File: config.mk
export PLATFORM = sky130hd
export DESIGN_NAME = pdto_hit_unit
export DESIGN_NICKNAME = d
export VERILOG_FILES = /design/src/sv/pdto_pkg.sv /design/src/sv/pdto_hit_unit.sv
export SDC_FILE = /design/constraint.sdc
export NUM_CORES = 1
export LEC_CHECK = 0
export BUFFER_PORTS_ARGS = -buffer_cell sky130_fd_sc_hd__clkbuf_2
export CAP_MARGIN = 20
export CORE_AREA = 2 2 110 122
export DETAILED_ROUTE_END_ITERATION = 10
export DIE_AREA = 0 0 112 124
export GPL_TIMING_DRIVEN = 0
export PLACE_DENSITY = 0.68
export SLEW_MARGIN = 20
export SYNTH_ARGS = -nofsm -noshare
export SYNTH_HDL_FRONTEND = slang
export SYNTH_SLANG_ARGS = --single-unit
File: constraint.sdc
create_clock -name vclk -period 5.98
set_input_delay 0.598 -clock vclk [all_inputs]
set_output_delay 0.598 -clock vclk [all_outputs]
set_load 0.01 [all_outputs]
File: src/sv/pdto_pkg.sv
`timescale 1ns / 1ps
// ---------------------------------------------------------------------------
// pdto_pkg
// Shared widths, codes, register defaults and types of the pixel dead-time
// and occupancy filter.
// ---------------------------------------------------------------------------
package pdto_pkg;

   // Beat field widths
   localparam int ACTION_W = 1;
   localparam int PIXEL_W  = 12;
   localparam int GROUP_W  = 6;
   localparam int TIME_W   = 40;
   localparam int STATUS_W = 3;

   // Configuration port
   localparam int CSR_IDX_W  = 2;
   localparam int CSR_DATA_W = 16;
   localparam int DEAD_W     = 16;
   localparam int COUNT_W    = 13;

   localparam logic [CSR_IDX_W-1:0] CSR_EVENT_MODE = 2'd0;
   localparam logic [CSR_IDX_W-1:0] CSR_DEAD_TIME  = 2'd1;
   localparam logic [CSR_IDX_W-1:0] CSR_MAX_HITS   = 2'd2;

   // 30 ns in 1/16 ns ticks
   localparam logic [DEAD_W-1:0]  DEAD_TIME_RST = 16'd480;
   localparam logic [COUNT_W-1:0] MAX_HITS_RST  = 13'd65;
   localparam logic [COUNT_W-1:0] COUNT_MAX     = 13'h1FFF;

   // Request actions
   localparam logic [ACTION_W-1:0] ACT_HIT   = 1'b0;
   localparam logic [ACTION_W-1:0] ACT_DRAIN = 1'b1;

   // Response status codes
   localparam logic [STATUS_W-1:0] ST_NEW    = 3'd0;
   localparam logic [STATUS_W-1:0] ST_MERGED = 3'd1;
   localparam logic [STATUS_W-1:0] ST_LOST   = 3'd2;
   localparam logic [STATUS_W-1:0] ST_OUT    = 3'd3;
   localparam logic [STATUS_W-1:0] ST_DONE   = 3'd4;

   typedef struct packed {
      logic lost;
      logic is_new;
   } hit_verdict_type;

endpackage

File: src/sv/pdto_hit_unit.sv
`timescale 1ns / 1ps
// ---------------------------------------------------------------------------
// pdto_hit_unit
// Dead-time check of one hit against the pixel's last firing time.
// ---------------------------------------------------------------------------
module pdto_hit_unit #(
   parameter int TIME_BITS = 40
) (
   input  logic                          event_mode,
   input  logic [pdto_pkg::DEAD_W-1:0]   dead_time,
   input  logic                          fired,
   input  logic [TIME_BITS-1:0]          last_time,
   input  logic                          present,
   input  logic [TIME_BITS-1:0]          hit_time,
   output pdto_pkg::hit_verdict_type     verdict
);

   logic [TIME_BITS:0]   diff_fwd;
   logic [TIME_BITS-1:0] diff_abs;
   logic                 lost;

   // borrow out of the forward difference picks the reverse one
   assign diff_fwd = {1'b0, hit_time} - {1'b0, last_time};
   assign diff_abs = diff_fwd[TIME_BITS] ? (last_time - hit_time) : diff_fwd[TIME_BITS-1:0];

   assign lost = !event_mode && fired && (diff_abs < TIME_BITS'(dead_time));

   assign verdict.lost   = lost;
   assign verdict.is_new = !lost && !present;

endmodule

# After elaboration in Yosys (flattened, before gate mapping)
# Cells that the tools add are included.
[word_totals]
regBits = 0
output_inout_bits = 2
[op_classes]
n_addsub = 2
magnitude_cmp = 1
n_mux = 1
reduce_logical = 6
[op_table]
columns = ["op", "n"]
rows = [
  ["subtractor 40 x 40 -> 41 bit", 1],
  ["less-than comparator 40 x 16 -> 1 bit", 1],
  ["two-way mux 40 bit", 1],
  ["subtractor 40 bit", 1],
  ["logical AND 1 bit", 3],
  ["logical NOT 1 bit", 3],
]

# Longest topological paths before layout
# Gate-level depths: netlist of the first run.
[depth]
word_depth = 6
depth_mapped = 27

# Least setup slack after synthesis of the first run
# Ideal clock, no wire load.
[synth_timing]
path_type = "input port to output port"
from = "input port hit_time[0]"
to = "output port verdict[1] (netlist bit)"
arrival_ps = 5064
t_required_ps = 5382
slack_ps = 318
path_stages = 26
path_cell_list = "inv_1 > ha_1 > inv_1 > fa_1 > a211oi_2 > nor3_2 > o211a_1 > o211ai_2 > nand3_2 > buf_2 > buf_2 > clkbuf_1 > a21oi_1 > xor2_1 > ha_1 > a21o_1 > a2111oi_0 > o21ai_0 > o2bb2ai_1 > nor3_1 > nand4_1 > nor4_1 > o211ai_1 > a211oi_2 > and3_1 > buf_4"
[synth_via]
elab_chain_cells = 4
word_cells_on_any_way = 5
[synth_lines]
columns = ["element", "line", "source"]
rows = [
  ["from (decl)", "pdto_hit_unit.sv:14", "input logic [TIME_BITS-1:0] hit_time,"],
  ["subtractor 40 x 40 -> 41 bit / subtractor 40 bit (equally long branches)", "pdto_hit_unit.sv:23, pdto_hit_unit.sv:24", ""],
  ["two-way mux 40 bit (*)", "pdto_hit_unit.sv:24", "assign diff_abs = diff_fwd[TIME_BITS] ? (last_time - hit_time) : diff_fwd[TIME_BITS-1:0];"],
  ["less-than comparator 40 x 16 -> 1 bit (*)", "pdto_hit_unit.sv:26", "assign lost = !event_mode && fired && (diff_abs < TIME_BITS'(dead_time));"],
  ["logical AND 1 bit (*)", "pdto_hit_unit.sv:26", ""],
  ["to (decl)", "pdto_hit_unit.sv:15", "output pdto_pkg::hit_verdict_type verdict"],
]
# Every way passes the cells marked *; elsewhere a longest branch is shown, timed or not.

==> impl_metrics.tcl, run 1 <==
set metrics [dict create \
    crit_path_start_kind "input pin" \
    relSlewSlack 0.597 \
    die_area_um2 13900 \
    crit_path_end_kind "primary output" \
    wirelength_um 19400 \
    violations "negative setup slack" \
    dp_hpwl_um 16100 \
    clock_buffers 0 \
    status "complete, but fails checks" \
    core_um2 12600 \
    critPathKind "input pin to primary output" \
    fp.dieH_um 124 \
    cp.required_ps 5380 \
    tightest_slew_ps 597 \
    yosysSeqAreaShare 0 \
    hold_viol_final 0 \
    portBuffers 101 \
    crit_arrival_ps 5420 \
    routed_via_density 6.14 \
    synth_largest_area_cell "ha_1" \
    fmax_mhz 166 \
    p_per_area_nw_per_um2 116 \
    critPathSlowestCell "a2111oi_4" \
    fin_util 0.525 \
    grt_overflow 0 \
    finalCriticalPeriod_ps 6020 \
    num_rows 43 \
    syn-num-nets 1046 \
    syn_area_per_cell_um2 6.54 \
    crit_buf_inv 7 \
    drt_iter0_drc 726 \
    setup_viol 2 \
    io_pins 101 \
    irDropWorstVdd_mv 0.0684 \
    drive_gt1_frac 0.219 \
    flops_and_latches 0 \
    rsz0062_at_grt "yes" \
    regArea_um2 0 \
    areaGrowthSynthToFinish_pct 18.7 \
    hold_path_class "input pin to primary output" \
    leakage_nw 3.32 \
    synth.distinct_cells 76 \
    finalCritPeriodShare 1.01 \
    grt_max_degree 11 \
    grt.total_usage 0.268 \
    fin_nets 1165 \
    place_congestion 1.02 \
    grt_pass1_wl_um 30800 \
    worst_hold_slack_ps 1420 \
    antenna_found_initial 0 \
    drtPass1Iterations 6 \
    synthCells 851 \
    diodes 0 \
    pre_cts_ws_ps -1050 \
    die_w_um 112 \
    wl_per_cell_um 17.2 \
    grt_pass1_vias 6395 \
    ant_nets 0 \
    drv_slew 0 \
    path_max_fanout 5 \
    synth_top_area_frac 0.211 \
    fin_ws_ps -38.5 \
    worst_path_largest_cell_delay_ps 370 \
    vias 6912 \
    path_delay_family "compound AO/OA/AOI/OAI gates" \
    maxCapViolCount 0 \
    synthesis.area_um2 5570 \
    synth.area.top_cells "ha_1 (21%), a21oi_1 (9.7%), inv_1 (7.2%), o21ai_0 (5.4%), nand2_1 (4.9%)" \
    drc_errors 0 \
    yosysWarnings 0 \
    start_util 0.442 \
]
==> power breakdown <==
part	internal (mW)	switching, mW	leakage (nW)
Sequential	0	0	0
Clock	0	0	0
Combinational	0.304	0.462	3.32
Total	0.304	0.462	3.32
==> area by class of cell <==
cell class | instances | area, um2
Tap cell | 157 | 196
Fill cell | 1342 | 5980
Inverter | 107 | 404
Multi-Input combinational cell | 698 | 5070
Timing Repair Buffer | 120 | 664
Buffer | 43 | 274
==> cells in the mapped netlist, drive strengths merged, types with 4 or more instances <==
| master | number |
|---|---|
| o21a | 14 |
| o2111ai | 5 |
| nor2 | 45 |
| or3 | 4 |
| inv | 107 |
| nand3 | 17 |
| nand4 | 28 |
| o21ai | 73 |
| ha | 94 |
| and3 | 9 |
| xnor2 | 19 |
| clkbuf | 4 |
| buf | 42 |
| o31ai | 5 |
| a21o | 19 |
| o21bai | 9 |
| o211ai | 15 |
| xor2 | 13 |
| or2 | 4 |
| mux2i | 12 |
| a31oi | 7 |
| and2 | 5 |
| a21oi | 111 |
| a211oi | 16 |
| a221oi | 5 |
| nand3b | 5 |
| o211a | 7 |
| nor3 | 19 |
| nand2 | 76 |
| nor4 | 6 |
| a211o | 6 |
| and4 | 7 |
==> metal layers <==
metal  GRT usage  routed length (um)  vias to the layer above
li1            -                   -                     3337
met3      0.0307                1710                       76
met2       0.472                8970                      355
met5           0                   0                        -
met1       0.337                7850                     3144
met4       0.102                 859                        0
==> final timing paths <==
path          to   startpoint  slack (ps)  cells after the start
max   verdict[0]  hit_time[0]         -40                     27
min   verdict[0]      present        1420                      3
==> per-stage QoR <==
| step | TNS, ps | instances | cell area (um2) | power (mW) |
|---|---|---|---|---|
| after floorplan | 0 | 851 | 5570 | 0.489 |
| after global placement | -1810 | 1109 | 6270 | 0.679 |
| after detailed placement | -1950 | 1109 | 6270 | 0.683 |
| after CTS | 0 | 1122 | 6460 | 0.717 |
| after global routing | -491 | 1125 | 6610 | 0.839 |
| final | -39.1 | 1125 | 6610 | 0.765 |
==> timing repair <==
| action | CTS | global route |
|---|---|---|
| gates resized for setup | 24 | 31 |
| pin swaps | 19 | 20 |
| setup buffers | 13 | 6 |
| hold buffers | 0 | 0 |
| hold endpoints to repair | 0 | 0 |
| setup endpoints to repair | 2 | 2 |
==> cell families after synthesis <==
kind of cell    synth area share
compound gates             0.376
xor+xnor                  0.0503
fa+ha+maj                  0.218
buf+inv                    0.118
mux                       0.0216
simple gates               0.215
==> cell usage in the layout, fill, tap and decap left out, drive strengths merged, types with 6 or more instances in the layout <==
| cell type | n |
|---|---|
| a21oi | 111 |
| inv | 107 |
| clkbuf | 103 |
| ha | 94 |
| nand2 | 76 |
| o21ai | 73 |
| buf | 60 |
| nor2 | 45 |
| nand4 | 28 |
| a21o | 19 |
| xnor2 | 19 |
| nor3 | 19 |
| nand3 | 17 |
| a211oi | 16 |
| o211ai | 15 |
| o21a | 14 |
| xor2 | 13 |
| mux2i | 12 |
| o21bai | 9 |
| and3 | 9 |
| o211a | 7 |
| a31oi | 7 |
| and4 | 7 |
| a211o | 6 |
| nor4 | 6 |
==> tightest hold or removal path, cell delays in order <==
cell	delay, ps
clkbuf_2	70
a31oi_1	30
buf_2	130
Note: power is estimated with default switching activity, not from simulation.
==> run 2: changes to the inputs <==
Settings changed: CORE_AREA 2 2 110 122 to 3 3 111 123, DIE_AREA 0 0 112 124 to 0 0 114 126.
==> impl_metrics.tcl, run 2 (synthesis results as in run 1) <==
set metrics [dict create \
    die_area_um2 14400 \
    finalCritPeriodShare 0.999 \
    vias 6908 \
    drt_iter0_drc 614 \
    wirelength_um 19400 \
    grt_max_degree 11 \
    dp_hpwl_um 16200 \
    finalCriticalPeriod_ps 5970 \
    hold_path_class "input pin to primary output" \
    fp.dieH_um 126 \
    crit_path_end_kind "primary output" \
    leakage_nw 3.36 \
    final_cell_mix "inv_1 (105), a21oi_1 (104), clkbuf_2 (98), ha_1 (91), nand2_1 (72)" \
    setup_viol 0 \
    pre_cts_ws_ps -981 \
    crit_path_start_kind "input pin" \
    multiInputGateArea_um2 5060 \
    die_w_um 114 \
    drive_gt1_frac 0.222 \
    fmax_mhz 167 \
    critPathKind "input pin to primary output" \
    irDropWorstVdd_mv 0.0585 \
    grt_overflow 0 \
    critPathSlowestCell "ha_1" \
    antenna_found_initial 0 \
    io_pins 101 \
    relSlewSlack 0.602 \
    num-fill-cells 1361 \
    layout_commonest_cell "inv_1" \
    fin_nets 1173 \
    fin_ws_ps 7.43 \
    p_per_area_nw_per_um2 115 \
    wl_per_cell_um 17.1 \
    areaGrowthSynthToFinish_pct 20.1 \
    grt_pass1_wl_um 31100 \
    place_inst 1109 \
    cp.required_ps 5380 \
    hold_viol_final 0 \
    clock_buffers 0 \
    start_util 0.442 \
    drv_slew 0 \
    place_congestion 1.04 \
    grt.total_usage 0.256 \
    worst_path_largest_cell_delay_ps 350 \
    fin_setup_tns_ps 0 \
    tightest_slew_ps 591 \
    drtPass1Iterations 6 \
    regArea_um2 0 \
    crit_arrival_ps 5370 \
    rsz0062_at_grt "yes" \
    num_rows 43 \
    status "finished, final reports clean" \
    portBuffers 101 \
    path_max_fanout 5 \
    flops_and_latches 0 \
    core_um2 12600 \
    grt_pass1_vias 6408 \
    cpMostUsedCell "ha_1" \
    ant_nets 0 \
    drc_errors 0 \
    power_mw 0.769 \
    diodes 0 \
    stdcell_count 1133 \
    routed_via_density 6.10 \
    maxCapViolCount 0 \
]
run 2: cell types whose count changed in the layout (fill, tap and decap cells not counted), sizes merged:
| cell | delta |
|---|---|
| clkbuf | +5 |
| buf | +3 |
run 2: power breakdown:
part,internal [mW],switching [mW],total (mW)
logic,0.313,0.456,0.769
clock network,0,0,0
registers,0,0,0
run 2: metal layers:
metal | share of wire | track usage | routed length [um] | vias up
li1 | - | - | - | 3359
met1 | 0.43 | 0.341 | 8290 | 3183
met2 | 0.47 | 0.442 | 9100 | 317
met3 | 0.070 | 0.0173 | 1350 | 49
met4 | 0.032 | 0.0706 | 615 | 0
met5 | 0 | 0 | 0 | -
run 2: final cells by class:
cell class	count	share of cell area
Buffer	43	0.0453
Inverter	107	0.0604
Multi-Input combinational cell	698	0.757
Tap cell	157	0.0294
Timing Repair Buffer	128	0.108
run 2: timing repair:
action / CTS / global route
gates resized for setup: 20 / 44
hold buffers: 0 / 0
pin swaps: 18 / 25
cloned: 0 / 0
buffers inserted: 13 / 14
endpoints found under the setup margin: 2 / 2
run 2: path summary, 6_finish.rpt:
kind	from	endpoint	slack, ps	depth (start not counted)
max	last_time[33]	verdict[0]	7	25
min	present	verdict[0]	1440	3
run 2: critical path, delay by kind of cell:
family | cells | cell delay [ps]
adder cells (fa/ha/maj) | 2 | 650
AO/OA/AOI/OAI | 13 | 2580
buffers and inverters | 5 | 590
XOR/XNOR | 1 | 160
AND/OR/NAND/NOR | 4 | 770
run 2: stage by stage:
step                      utilization  instance area (um2)  hold slack, ps
after floorplan                     -                 5570            1240
after global placement          0.498                 6270            1420
after detailed placement        0.498                 6270            1420
after CTS                       0.512                 6440            1420
after global routing            0.531                 6690            1450
final                           0.531                 6690            1440
==> run 3: changes to the inputs <==
Settings changed: CORE_AREA 3 3 111 123 to 2 2 110 122, DIE_AREA 0 0 114 126 to 0 0 112 124, PLACE_DENSITY 0.68 to 0.66.
Clock period 5.98 ns to 6.6 ns, I/O delays scaled along.
==> impl_metrics.tcl, run 3 (synthesis results as in run 1) <==
set metrics [dict create \
    tightest_slew_ps 554 \
    setup_viol 0 \
    path_max_fanout 10 \
    fmax_mhz 155 \
    wirelength_um 19000 \
    status "finished, final reports clean" \
    drive_gt1_frac 0.192 \
    whs_path_depth 3 \
    dp_hpwl_um 16000 \
    crit_arrival_ps 5780 \
    wl_per_cell_um 17.0 \
    hold_viol_final 0 \
    finalCriticalPeriod_ps 6440 \
    num-fill-cells 1395 \
    grt_pass1_vias 6176 \
    die_w_um 112 \
    clock_buffers 0 \
    grt_overflow 0 \
    critPathKind "input pin to primary output" \
    hold_path_class "input pin to primary output" \
    final_cell_mix "inv_1 (107), a21oi_1 (107), clkbuf_2 (101), ha_1 (93), nand2_1 (73)" \
    drtPass1Iterations 5 \
    finalCritPeriodShare 0.976 \
    grt.total_usage 0.262 \
    drt_iter0_drc 664 \
    power_mw 0.669 \
    p_per_area_nw_per_um2 104 \
    antenna_found_initial 0 \
    fin_ws_ps 161 \
    cp.required_ps 5940 \
    fp.dieH_um 124 \
    crit_path_end_kind "primary output" \
    num_rows 43 \
    core_um2 12600 \
    ant_nets 0 \
    routed_via_density 6.08 \
    grt_pass1_wl_um 30100 \
    maxCapViolCount 0 \
    regArea_um2 0 \
    flops_and_latches 0 \
    place_congestion 0.993 \
    areaGrowthSynthToFinish_pct 15.8 \
    pre_cts_ws_ps -508 \
    leakage_nw 3.25 \
    io_pins 101 \
    vias 6774 \
    start_util 0.442 \
    drv_slew 0 \
    drc_errors 0 \
    cts-hold-fix-buffers 0 \
    fin_nets 1154 \
    portBuffers 101 \
    relSlewSlack 0.627 \
    irDropWorstVdd_mv 0.0481 \
    die_area_um2 13900 \
    grt_max_degree 11 \
    crit_path_start_kind "input pin" \
    diodes 0 \
]
-- run 3: report_power, final --
part           leakage (nW)  switching [mW]  internal, mW  total, mW
Sequential                0               0             0          0
Combinational          3.25           0.408         0.261      0.669
Clock                     0               0             0          0
Total                  3.25           0.408         0.261      0.669
-- run 3: path summary, 6_finish.rpt --
path | startpoint | to | slack [ps]
worst max-delay path | hit_time[0] | verdict[1] | 160
worst min-delay path | present | verdict[0] | 1540
-- run 3: routing by layer --
metal	vias to the layer above	track usage	part of all wire	routed length, um
met1	3110	0.337	0.43	8080
met4	0	0.0861	0.036	686
li1	3306	-	-	-
met3	58	0.0248	0.074	1400
met5	-	0	0	0
met2	300	0.464	0.46	8820
-- run 3: critical path, stage by stage --
cell	delay, ps
clkbuf_2	90
inv_1	80
ha_4	140
inv_1	60
fa_2	410
a211oi_2	310
nor3_4	70
o211a_1	290
o211ai_2	210
nand3_2	140
buf_8	160
buf_6	140
a211oi_4	270
a21oi_4	60
xor2_2	160
ha_1	320
a21o_1	210
a2111oi_4	300
o21ai_2	120
o2bb2ai_4	180
nor3_2	180
nand4_1	130
nor4_2	260
o211ai_1	150
a211oi_2	260
and3_1	190
buf_4	100
clkbuf_2	120
-- run 3: layout make-up --
type / instances / area [um2] / share of cell area
Buffer: 46 / 282 / 0.0437
Inverter: 107 / 402 / 0.0623
Multi-Input combinational cell: 698 / 5030 / 0.779
Tap cell: 157 / 196 / 0.0305
Timing Repair Buffer: 106 / 543 / 0.0842
-- run 3: metrics by stage --
step | utilization | instance area [um2] | hold WS [ps] | std cells | setup TNS [ps]
global route | 0.512 | 6450 | 1560 | 1114 | -36.0
finish | 0.512 | 6450 | 1540 | 1114 | 0
floorplan | - | 5570 | 1360 | 851 | 0
CTS | 0.502 | 6310 | 1540 | 1111 | 0
detailed placement | 0.498 | 6270 | 1540 | 1109 | -868
global placement | 0.498 | 6270 | 1550 | 1109 | -833
-- run 3: repair_timing --
item / in CTS / in global routing
pin swaps: 5 / 12
gates resized for setup: 10 / 20
setup endpoints to repair: 2 / 2
hold endpoints to repair: 0 / 0
setup buffers: 2 / 3
