**src/sv/pdto_ram.sv**
```systemverilog
`timescale 1ns / 1ps
// ---------------------------------------------------------------------------
// pdto_ram
// Generic single-write, single-read synchronous RAM with registered read.
// ---------------------------------------------------------------------------
module pdto_ram #(
   parameter int WIDTH = 8,
   parameter int DEPTH = 16
) (
   input  logic                                        clock,
   input  logic                                        we,
   input  logic [((DEPTH > 1) ? $clog2(DEPTH) : 1)-1:0] waddr,
   input  logic [WIDTH-1:0]                            wdata,
   input  logic                                        re,
   input  logic [((DEPTH > 1) ? $clog2(DEPTH) : 1)-1:0] raddr,
   output logic [WIDTH-1:0]                            rdata
);

   logic [WIDTH-1:0] mem_ff [DEPTH];
   logic [WIDTH-1:0] rdata_ff;

   always_ff @(posedge clock) begin
      if (we) begin
         mem_ff[waddr] <= wdata;
      end
      // hold read data until the next read
      if (re) begin
         rdata_ff <= mem_ff[raddr];
      end
   end

   assign rdata = rdata_ff;

endmodule

```
**config.mk**
```make
export PLATFORM = sky130hd
export DESIGN_NAME = pdto_ram
export DESIGN_NICKNAME = d
export VERILOG_FILES = /design/src/sv/pdto_ram.sv
export SDC_FILE = /design/constraint.sdc
export NUM_CORES = 1
export LEC_CHECK = 0
export BUFFER_PORTS_ARGS = -buffer_cell sky130_fd_sc_hd__buf_2
export CORE_AREA = 2 2 74 146
export CTS_CLUSTER_DIAMETER = 60
export CTS_CLUSTER_SIZE = 40
export DETAILED_ROUTE_END_ITERATION = 8
export DIE_AREA = 0 0 76 148
export PLACE_DENSITY_LB_ADDON = 0.12
export SLEW_MARGIN = 30
export SYNTH_ARGS = -nofsm -noshare
export SYNTH_HDL_FRONTEND = slang
export SYNTH_SLANG_ARGS = --single-unit
```
**constraint.sdc**
```tcl
create_clock -name clock -period 1.78 [get_ports clock]
set_clock_uncertainty 0.15 [all_clocks]
set_input_delay 0.089 -clock clock [delete_from_list [all_inputs] [get_ports clock]]
set_output_delay 0.089 -clock clock [all_outputs]
set_load 0.005 [all_outputs]
```
# Word-level counts from Yosys, hierarchy flattened

Memory sizes are Yosys's and may differ from the RTL's. A register that Yosys moved wholly into a read port is not among the register bits.
Index checks and enable logic that the tools add are counted.

Mux-type cells: 2

Operator list:

| kind             | count |
|---|---|
| 1-bit 2-to-1 mux | 2 |

Memories: 1
Word-level logic and storage cells: 3
Register bits after elaboration: 0
RAM bits: 128
Output and inout bits: 8

Memories:

| name   | words | bits a word | rd ports | clocked after memory_dff | write ports | RTL line | RTL |
|---|---|---|---|---|---|---|---|
| mem_ff | 16    | 8           | 1        | 1                        | 1           | 19       | `logic [WIDTH-1:0] mem_ff [DEPTH];` |

# Longest topological paths before layout

Gate-level depths: netlist of the first run.

Depth in word-level cells: 2
Depth in mapped cells: 5

# Worst setup path after synthesis of the first run

No wires, ideal clock.

Path kind: input port to flip-flop
Start point: input waddr[2] (netlist bit)
End point: memory mem_ff[0][0] (enable)
Path slack: 0.048 ns
Buffers on the path: 0
Arrival time: 1.199 ns
Stages: 2
Path through: or3b_2 > nor3_1

RTL lines:

| item        | RTL line | RTL |
|---|---|---|
| from (decl) | 12       | `input logic [((DEPTH > 1) ? $clog2(DEPTH) : 1)-1:0] waddr,` |
| to (decl)   | 19       |  |

No word-level cell before the write port.

==> reports/metrics.csv, run 1 <==
metric,value,unit
PD cells,1223,mW/mm^2
final setup vio count,0,
Post-DP Area,0.005650,sq mm
Syn Nets,248,
Top Ports,27,
Final period util,91.11,%
placed cells,403,
drt first pass iters,4,
"count leader, synth",edfxtp_1,
clk buf depth,2,
RSZ-0062 raised after global routing,false,
Syn Inst Count,229,
Starting Density,51.84,%
CP Data Arrival Time,1.63,ns
Yosys warning count,0,
switching share of power,18.45,%
first-pass GRT wire length,15.46,mm
grt peak-use layer,met2,
slowest CP cell,mux4_1,
Die Span X,76,um
Crit Path Max Fanout,1,
Routed WL,9.937,mm
vias in the first global route,2653,
drt wl/cell,22.38,um
layout cell share with drive strength beyond 1,31.07,%
Async SR Flop Fraction,0,%
"Min Clock Period, post-route",1.622,ns
TritonCTS Buffers,17,
CP cell instances,"mux4_1, a22oi_1, nand2_1",
# rows,52,
DRC,0,
Reg power frac,46.4,%
most frequent cells after synthesis,"edfxtp_1, mux4_2, a22oi_1, mux4_1, nor2_1",
hold depth,3,
die area,0.01125,sq mm
Post-DRT Antenna Nets,0,
CTS tree,built,
CP Capture Type,flop,
ant diodes,0,
max-slew violations,0,
Netlist cell types,18,
"Clk Latency, worst-skew pair",0.41,ns
fin cells,444,
max_cap viols,0,
Post-Syn Area,0.005228,sq mm
grt ovf,0,
post-route design area,0.006399,sq mm
clk sink count,136,
final hold viol count,0,
Tightest Hold Check Type,input pin to flop,
port bufs,26,
Final Wtd Congestion,0.7034,
hold_buf cts,9,
P_leak,2.194,nW
critical path launch point type,flop,
initial DRC count,190,
top-area cell type share of the netlist area,78.12,%
leading post-synthesis cells by cell area,"edfxtp_1, mux4_2, mux4_1, a22oi_1, nor2_1",
# nets final,315,
Vias per Instance,5.547,
initial antenna violation count,0,
switching power,1.443,mW
Synth Area per Inst,22.83,sq um
met2 usage,34.73,%
Syn-to-layout area delta,22.40,%
Post-synth EDFFs,136,
Worst-path clk slew,0.05,ns
dpl hpwl,6.659,mm
Synth Register Bits,136,
GRT Overall Usage,19.58,%
Core Region,0.01008,sq mm
worst reg-to-reg path cell count,3,
Highest Clock Rate,616.6,MHz
setup TNS,0,ns
sequential share of the synthesized area,78.12,%
Post CTS Setup Buffer Count,0,
Critical Path Max Stage Delay,0.51,ns
Slew headroom,72.66,%
met1 Use GR,22.52,%
vias post-DR,2463,
Worst-Margin Slew,0.4100,ns
H-tree depth,4,
GR Util met3,5.006,%
Die Ht,148,um
utilization after layout,63.45,%
worst vdd ir,1.033,mV
cell taking the most area after synthesis,edfxtp_1,
Clock Power Share,49.2,%
clk root buf,clkbuf_16,
Int Power,6.382,mW
Worst Path Required,1.79,ns
Resized cells post-CTS,0,
outcome,finished clean,
main flop type after synthesis,edfxtp_1,
pin count of the biggest net entering global routing,33,
Logic pwr share,4.4,%
critical path type,flop to flop,
## metrics by stage
step	power (mW)	setup slack, ns	hold slack [ns]
floorplan	3.872	0.04813	0.03787
global placement	4.023	0.01831	0.3172
finish	7.825	0.1582	0.07908
global route	8.079	0.07735	0.08374
CTS	7.891	0.1506	0.05784
detailed placement	4.031	-0.01426	0.3239
## cell type report
| type | instances | area, sq um |
|---|---|---|
| clock buffers | 18 | 429.2 |
| clock inverters | 14 | 229.0 |
| fillers | 670 | 3686 |
| multi-input cells | 83 | 1057 |
| flip-flops and latches | 136 | 4084 |
| well taps | 135 | 168.9 |
| repair buffers | 58 | 430.4 |
## flip-flops by register name (all words and copies together), names as in the netlist
register,cells
mem_ff,128
rdata,8
## power by group through the flow
stage,clock network (mW),registers (mW),logic [mW]
after CTS,3.91,3.63,0.354
after global routing,4.07,3.63,0.380
final,3.85,3.63,0.347
after detailed placement,0,3.69,0.337
after global placement,0,3.69,0.332
after floorplan,0,3.69,0.182
## cells by family (layout without fill, tap and decap cells)
kind of cell | after synthesis | in the layout | share of synthesized area [%]
buf+inv | 10 | 90 | 1.651
simple gates | 35 | 35 | 3.136
mux | 32 | 32 | 14.79
flops | 136 | 136 | 78.12
compound gates | 16 | 16 | 2.298
## layer usage
layer  up-vias  wire length [um]
li1       1114                 -
met1      1275              3865
met2        60              5647
met3        14               247
met4         0               178
met5         -                 0
## layout by cell type (no fill, tap or decap), drive strengths merged
cell type | netlist | routed
edfxtp | 136 | 136
buf | 7 | 49
mux4 | 32 | 32
clkbuf | 0 | 18
a22oi | 16 | 16
nor2 | 13 | 13
nand2 | 9 | 9
dlygate4sd3 | 0 | 9
bufinv | 0 | 6
clkinv | 0 | 6
nor3 | 4 | 4
nand3b | 2 | 2
nand2b | 2 | 2
clkinvlp | 0 | 2
nor2b | 1 | 1
and2 | 1 | 1
and2b | 1 | 1
nand3 | 1 | 1
or3b | 1 | 1
## path summary, 6_finish.rpt
| kind | startpoint | end | slack (ns) |
|---|---|---|---|
| worst min register to register | mem_ff[12][4]$_DFFE_PP_ | rdata[4]$_DFFE_PP_ | 0.60 |
| worst min-delay path | waddr[0] | mem_ff[4][2]$_DFFE_PP_ | 0.08 |
| worst max register to register | mem_ff[1][0]$_DFFE_PP_ | rdata[0]$_DFFE_PP_ | 0.16 |
| worst max-delay path | mem_ff[1][0]$_DFFE_PP_ | rdata[0]$_DFFE_PP_ | 0.16 |
## critical path: cells and delay by family, from the launching register on
kind             cells  cell delay (ns)
AO/OA/AOI/OAI        1             0.25
flip-flops           1             0.37
multiplexers         1             0.51
AND/OR/NAND/NOR      1             0.09
(Power assumes the default switching activity.)
==> inputs of run 2 (changes only) <==
CORE_AREA = 2 2 97 192   (was 2 2 74 146)
DIE_AREA = 0 0 99 194   (was 0 0 76 148)
==> run 2 against run 1 <==
Against the previous run: maximum frequency increased by 0.48%; global-route usage decreased by 6.9 points; non-clock buffer count increased by 2; die area increased by 71%; combinational power increased by 3%; via count decreased by 0.24%; first-iteration DRC count decreased by 46%; critical path type unchanged; largest power group unchanged.
==> reports/metrics.csv, run 2 (synthesis results as in run 1) <==
metric,value,unit,change
outcome,finished clean,,unchanged
Die Span X,99,um,was 76 um
pin count of the biggest net entering global routing,33,,unchanged
DRC,0,,unchanged
ant diodes,0,,unchanged
Post-DP Area,0.005763,sq mm,was 0.005650 sq mm
hold depth,3,,unchanged
Routed WL,11.28,mm,was 9.937 mm
Final Wtd Congestion,0.7351,,was 0.7034
final setup vio count,0,,unchanged
drt wl/cell,21.52,um,was 22.38 um
final hold viol count,0,,unchanged
critical path type,flop to flop,,unchanged
utilization after layout,36.65,%,was 63.45%
"Clk Latency, worst-skew pair",0.42,ns,was 0.41 ns
"Min Clock Period, post-route",1.614,ns,was 1.622 ns
max reg flops,128,,unchanged
Int Power,6.233,mW,was 6.382 mW
most frequent cells in the layout,"edfxtp_1, buf_2, buf_4, mux4_2, clkbuf_16",,unchanged
H-tree depth,4,,unchanged
Top Ports,27,,unchanged
clk root buf,clkbuf_16,,unchanged
Tightest Hold Check Type,input pin to flop,,unchanged
CP Capture Type,flop,,unchanged
initial antenna violation count,0,,unchanged
Logic pwr share,4.6,%,was 4.4%
Critical Path Max Stage Delay,0.51,ns,about the same
Worst-path clk slew,0.06,ns,was 0.05 ns
Worst-Margin Slew,0.7925,ns,was 0.4100 ns
port bufs,26,,unchanged
critical path launch point type,flop,,unchanged
Die Ht,194,um,was 148 um
CP Data Arrival Time,1.63,ns,about the same
Post-DRT Antenna Nets,0,,unchanged
P_leak,2.192,nW,was 2.194 nW
die area,0.01921,sq mm,was 0.01125 sq mm
Worst Path Required,1.80,ns,was 1.79 ns
dpl hpwl,7.981,mm,was 6.659 mm
Vias per Instance,4.689,,was 5.547
clk sink count,136,,unchanged
r2r setup slk,0.17,ns,was 0.16 ns
drt first pass iters,4,,unchanged
Slew headroom,47.06,%,was 72.66%
max_cap viols,0,,unchanged
CP cell instances,"mux4_1, a22oi_1, nand2_1",,unchanged
Post CTS Setup Buffer Count,0,,unchanged
Crit Path Max Fanout,1,,unchanged
vias post-DR,2457,,was 2463
slowest CP cell,mux4_1,,unchanged
switching share of power,19.26,%,was 18.45%
GRT Overall Usage,12.65,%,was 19.58%
Core Region,0.01770,sq mm,was 0.01008 sq mm
Highest Clock Rate,619.5,MHz,was 616.6 MHz
layout cell share with drive strength beyond 1,31.83,%,was 31.07%
Reg power frac,47.0,%,was 46.4%
max-slew violations,0,,unchanged
initial DRC count,102,,was 190
Resized cells post-CTS,0,,unchanged
worst reg-to-reg path cell count,3,,unchanged
grt ovf,0,,unchanged
Starting Density,29.54,%,was 51.84%
total power,7.720,mW,was 7.825 mW
switching power,1.487,mW,was 1.443 mW
TritonCTS Buffers,17,,unchanged
clk buf depth,2,,unchanged
# rows,69,,was 52
largest register by flop count,mem_ff,,unchanged
PD cells,1190,mW/mm^2,was 1223 mW/mm^2
Syn-to-layout area delta,24.08,%,was 22.40%
Final period util,90.68,%,was 91.11%
"most common cell after layout, fill and taps aside",edfxtp_1,,unchanged
worst vdd ir,0.6233,mV,was 1.033 mV
first-pass GRT wire length,16.91,mm,was 15.46 mm
CTS tree,built,,unchanged
vias in the first global route,2699,,was 2653
post-route design area,0.006486,sq mm,was 0.006399 sq mm
# nets final,317,,was 315
RSZ-0062 raised after global routing,false,,unchanged
Clock Power Share,48.4,%,was 49.2%
run 2: cell types whose count changed in the layout (fill, tap and decap cells not counted), sizes merged:
cell / before / now
buf: 49 / 51
bufinv: 6 / 5
clkbuf: 18 / 17
clkinv: 6 / 7
clkinvlp: 2 / 3
run 2: final timing paths:
kind                      startpoint                      to
max           mem_ff[1][3]$_DFFE_PP_      rdata[3]$_DFFE_PP_
min                         waddr[0]  mem_ff[4][2]$_DFFE_PP_
max reg2reg   mem_ff[1][3]$_DFFE_PP_      rdata[3]$_DFFE_PP_
min reg2reg  mem_ff[14][2]$_DFFE_PP_      rdata[2]$_DFFE_PP_
run 2: power groups by stage:
stage,sequential [mW],clock [mW],combinational [mW]
after floorplan,3.69,0,0.182
after global placement,3.69,0,0.353
after detailed placement,3.69,0,0.356
after CTS,3.63,3.82,0.373
after global routing,3.63,3.95,0.397
final,3.62,3.74,0.358
run 2: worst max-delay path, delay by kind of cell, from the launching register on:
family | cells | cell delay (ns)
compound gates | 1 | 0.25
flops | 1 | 0.38
simple gates | 1 | 0.08
mux | 1 | 0.51
run 2: metrics by stage:
| stage | hold slack (ns) | instances | setup TNS, ns | setup WS (ns) |
|---|---|---|---|---|
| 5_1_grt | 0.08999 | 524 | 0 | 0.04817 |
| 3_3_place_gp | 0.3258 | 483 | -0.2068 | -0.07447 |
| 4_1_cts | 0.05752 | 524 | 0 | 0.1146 |
| 3_5_place_dp | 0.3312 | 483 | -0.2303 | -0.08925 |
| 6_report | 0.07936 | 524 | 0 | 0.1659 |
| 2_1_floorplan | 0.03787 | 229 | 0 | 0.04813 |
run 2: final cells by class:
type | instances | area, sq um
fillers | 1597 | 11210
flip-flops and latches | 136 | 4084
multi-input cells | 83 | 1057
repair buffers | 60 | 445.4
clock buffers | 17 | 425.4
well taps | 213 | 266.5
clock inverters | 15 | 207.7
run 2: per-layer routing:
metal  GRT usage (%)  part of all wire [%]  up-vias
li1                -                     -     1120
met1           12.46                    36     1275
met2           24.00                    60       51
met3           3.389                   2.9       11
met4           5.479                   1.7        0
met5               0                     0        -
run 2: what timing repair did:
| action | CTS | global route |
|---|---|---|
| setup endpoints to repair | 0 | 0 |
| endpoints found under the hold margin | 136 | 0 |
| hold buffers | 9 | 0 |
==> inputs of run 3 (changes only) <==
SETUP_SLACK_MARGIN = 0.4   (was not set)
==> run 3 against run 2 <==
Against the previous run: final area is 1.1% lower; sequential share of layout area is 0.69 points higher; register-to-register slack better by 0.07 ns; combinational power is 5% higher; die area stayed put; cell count stayed put; largest power group is now sequential cells.
==> reports/metrics.csv, run 3 (synthesis results as in run 1) <==
metric,value,unit,change
die area,0.01921,sq mm,unchanged
outcome,finished clean,,unchanged
vias post-DR,2449,,was 2457
post-route design area,0.006416,sq mm,was 0.006486 sq mm
utilization after layout,36.25,%,was 36.65%
critical path type,flop to flop,,unchanged
PD cells,1131,mW/mm^2,was 1190 mW/mm^2
total power,7.258,mW,was 7.720 mW
DRC,0,,unchanged
Highest Clock Rate,646.3,MHz,was 619.5 MHz
Slew headroom,30.43,%,was 47.06%
first-pass GRT wire length,17.43,mm,was 16.91 mm
Crit Path Max Fanout,1,,unchanged
max reg flops,128,,unchanged
Tightest Hold Check Type,input pin to flop,,unchanged
GRT Overall Usage,12.90,%,was 12.65%
Worst-Margin Slew,1.041,ns,was 0.7925 ns
CP Capture Type,flop,,unchanged
CP Data Arrival Time,1.56,ns,was 1.63 ns
Die Span X,99,um,unchanged
Vias per Instance,4.674,,was 4.689
worst vdd ir,0.5430,mV,was 0.6233 mV
drt first pass iters,4,,unchanged
final hold viol count,0,,unchanged
Highest Signal Layer,met4,,unchanged
"Min Clock Period, post-route",1.547,ns,was 1.614 ns
Final Wtd Congestion,0.6819,,was 0.7351
Syn-to-layout area delta,22.74,%,was 24.08%
clk root buf,clkbuf_16,,unchanged
# rows,69,,unchanged
DR WL met3,321,um,was 331 um
clk sink count,136,,unchanged
Post-DP Area,0.005725,sq mm,was 0.005763 sq mm
Routed WL,11.35,mm,was 11.28 mm
drt wl/cell,21.67,um,was 21.52 um
max_cap viols,0,,unchanged
Worst Path Required,1.79,ns,was 1.80 ns
Post-DRT Antenna Nets,0,,unchanged
most frequent cells in the layout,"edfxtp_1, mux4_2, buf_2, buf_4, clkbuf_16",,"was edfxtp_1, buf_2, buf_4, mux4_2, clkbuf_16"
clk buf depth,2,,unchanged
vias in the first global route,2767,,was 2699
layout cell share with drive strength beyond 1,41.48,%,was 31.83%
Fin Hold WS,0.1122,ns,was 0.07936 ns
largest register by flop count,mem_ff,,unchanged
Worst-path clk slew,0.06,ns,about the same
M1 WL,4.271,mm,was 4.039 mm
critical path launch point type,flop,,unchanged
initial DRC count,167,,was 102
"most common cell after layout, fill and taps aside",edfxtp_1,,unchanged
grt ovf,0,,unchanged
ant diodes,0,,unchanged
# nets final,317,,unchanged
CTS tree,built,,unchanged
setup TNS,0,ns,unchanged
metal2 WL,6.569,mm,was 6.713 mm
port bufs,26,,unchanged
Post CTS Setup Buffer Count,0,,unchanged
Final period util,86.92,%,was 90.68%
TritonCTS Buffers,17,,unchanged
max-slew violations,0,,unchanged
Top Ports,27,,unchanged
final setup vio count,0,,unchanged
Core Region,0.01770,sq mm,unchanged
Die Ht,194,um,unchanged
"Clk Latency, worst-skew pair",0.42,ns,about the same
pin count of the biggest net entering global routing,18,,was 33
Starting Density,29.54,%,unchanged
initial antenna violation count,0,,unchanged
H-tree depth,4,,unchanged
dpl hpwl,7.811,mm,was 7.981 mm
P_leak,2.114,nW,was 2.192 nW
RSZ-0062 raised after global routing,true,,was false
## run 3: cell count changes in the layout (fill, tap and decap cells not counted), moves of 2 or more
cell / before / now
a22oi_1: 16 / 7
clkinv_1: 3 / 0
a22oi_2: 0 / 9
nor3_1: 4 / 1
clkinv_2: 3 / 6
bufinv_16: 5 / 1
mux4_1: 14 / 0
inv_6: 0 / 3
mux4_2: 18 / 32
nor3_2: 0 / 3
clkinv_4: 1 / 3
## run 3: timing repair
item / CTS / global route
hold buffers: 9 / 0
setup endpoints to repair: 8 / 8
gates resized for setup: 1 / 9
hold endpoints to repair: 136 / 0
gates cloned: 0 / 0
pin swaps: 0 / 4
## run 3: final cells by class
| cell class | count | area [sq um] |
|---|---|---|
| repair buffers | 60 | 445.4 |
| multi-input cells | 83 | 1067 |
| flip-flops and latches | 136 | 4084 |
| well taps | 213 | 266.5 |
| fillers | 1608 | 11280 |
| clock buffers | 17 | 425.4 |
| clock inverters | 15 | 127.6 |
## run 3: critical path, cell delays in order, from the launching register on
cell	delay (ns)
edfxtp_1	0.36
mux4_2	0.48
a22oi_2	0.22
nand2_2	0.09
## run 3: path summary, 6_finish.rpt
check,cells past startpoint,from,endpoint,slack (ns)
worst max register to register,3,mem_ff[3][6]$_DFFE_PP_,rdata[6]$_DFFE_PP_,0.23
worst max-delay path,3,mem_ff[3][6]$_DFFE_PP_,rdata[6]$_DFFE_PP_,0.23
worst min-delay path,3,waddr[0],mem_ff[0][4]$_DFFE_PP_,0.11
worst min register to register,3,mem_ff[14][1]$_DFFE_PP_,rdata[1]$_DFFE_PP_,0.61
## run 3: metal layers
metal,track usage (%),up-vias
li1,-,1108
met1,13.39,1287
met2,23.77,42
met3,3.749,12
met4,5.175,0
met5,0,-
## run 3: through the flow
step / std cells / setup slack, ns
floorplan: 229 / 0.2749
global placement: 483 / -0.02936
detailed placement: 483 / -0.03120
CTS: 524 / 0.2030
global route: 524 / 0.1902
finish: 524 / 0.2328
## run 3: power breakdown
part	leakage, nW	internal [mW]	total (mW)	switching (mW)
registers	1.24	3.61	3.63	0.0188
logic	0.605	0.173	0.376	0.203
clock network	0.273	1.92	3.25	1.34
total	2.11	5.70	7.26	1.56
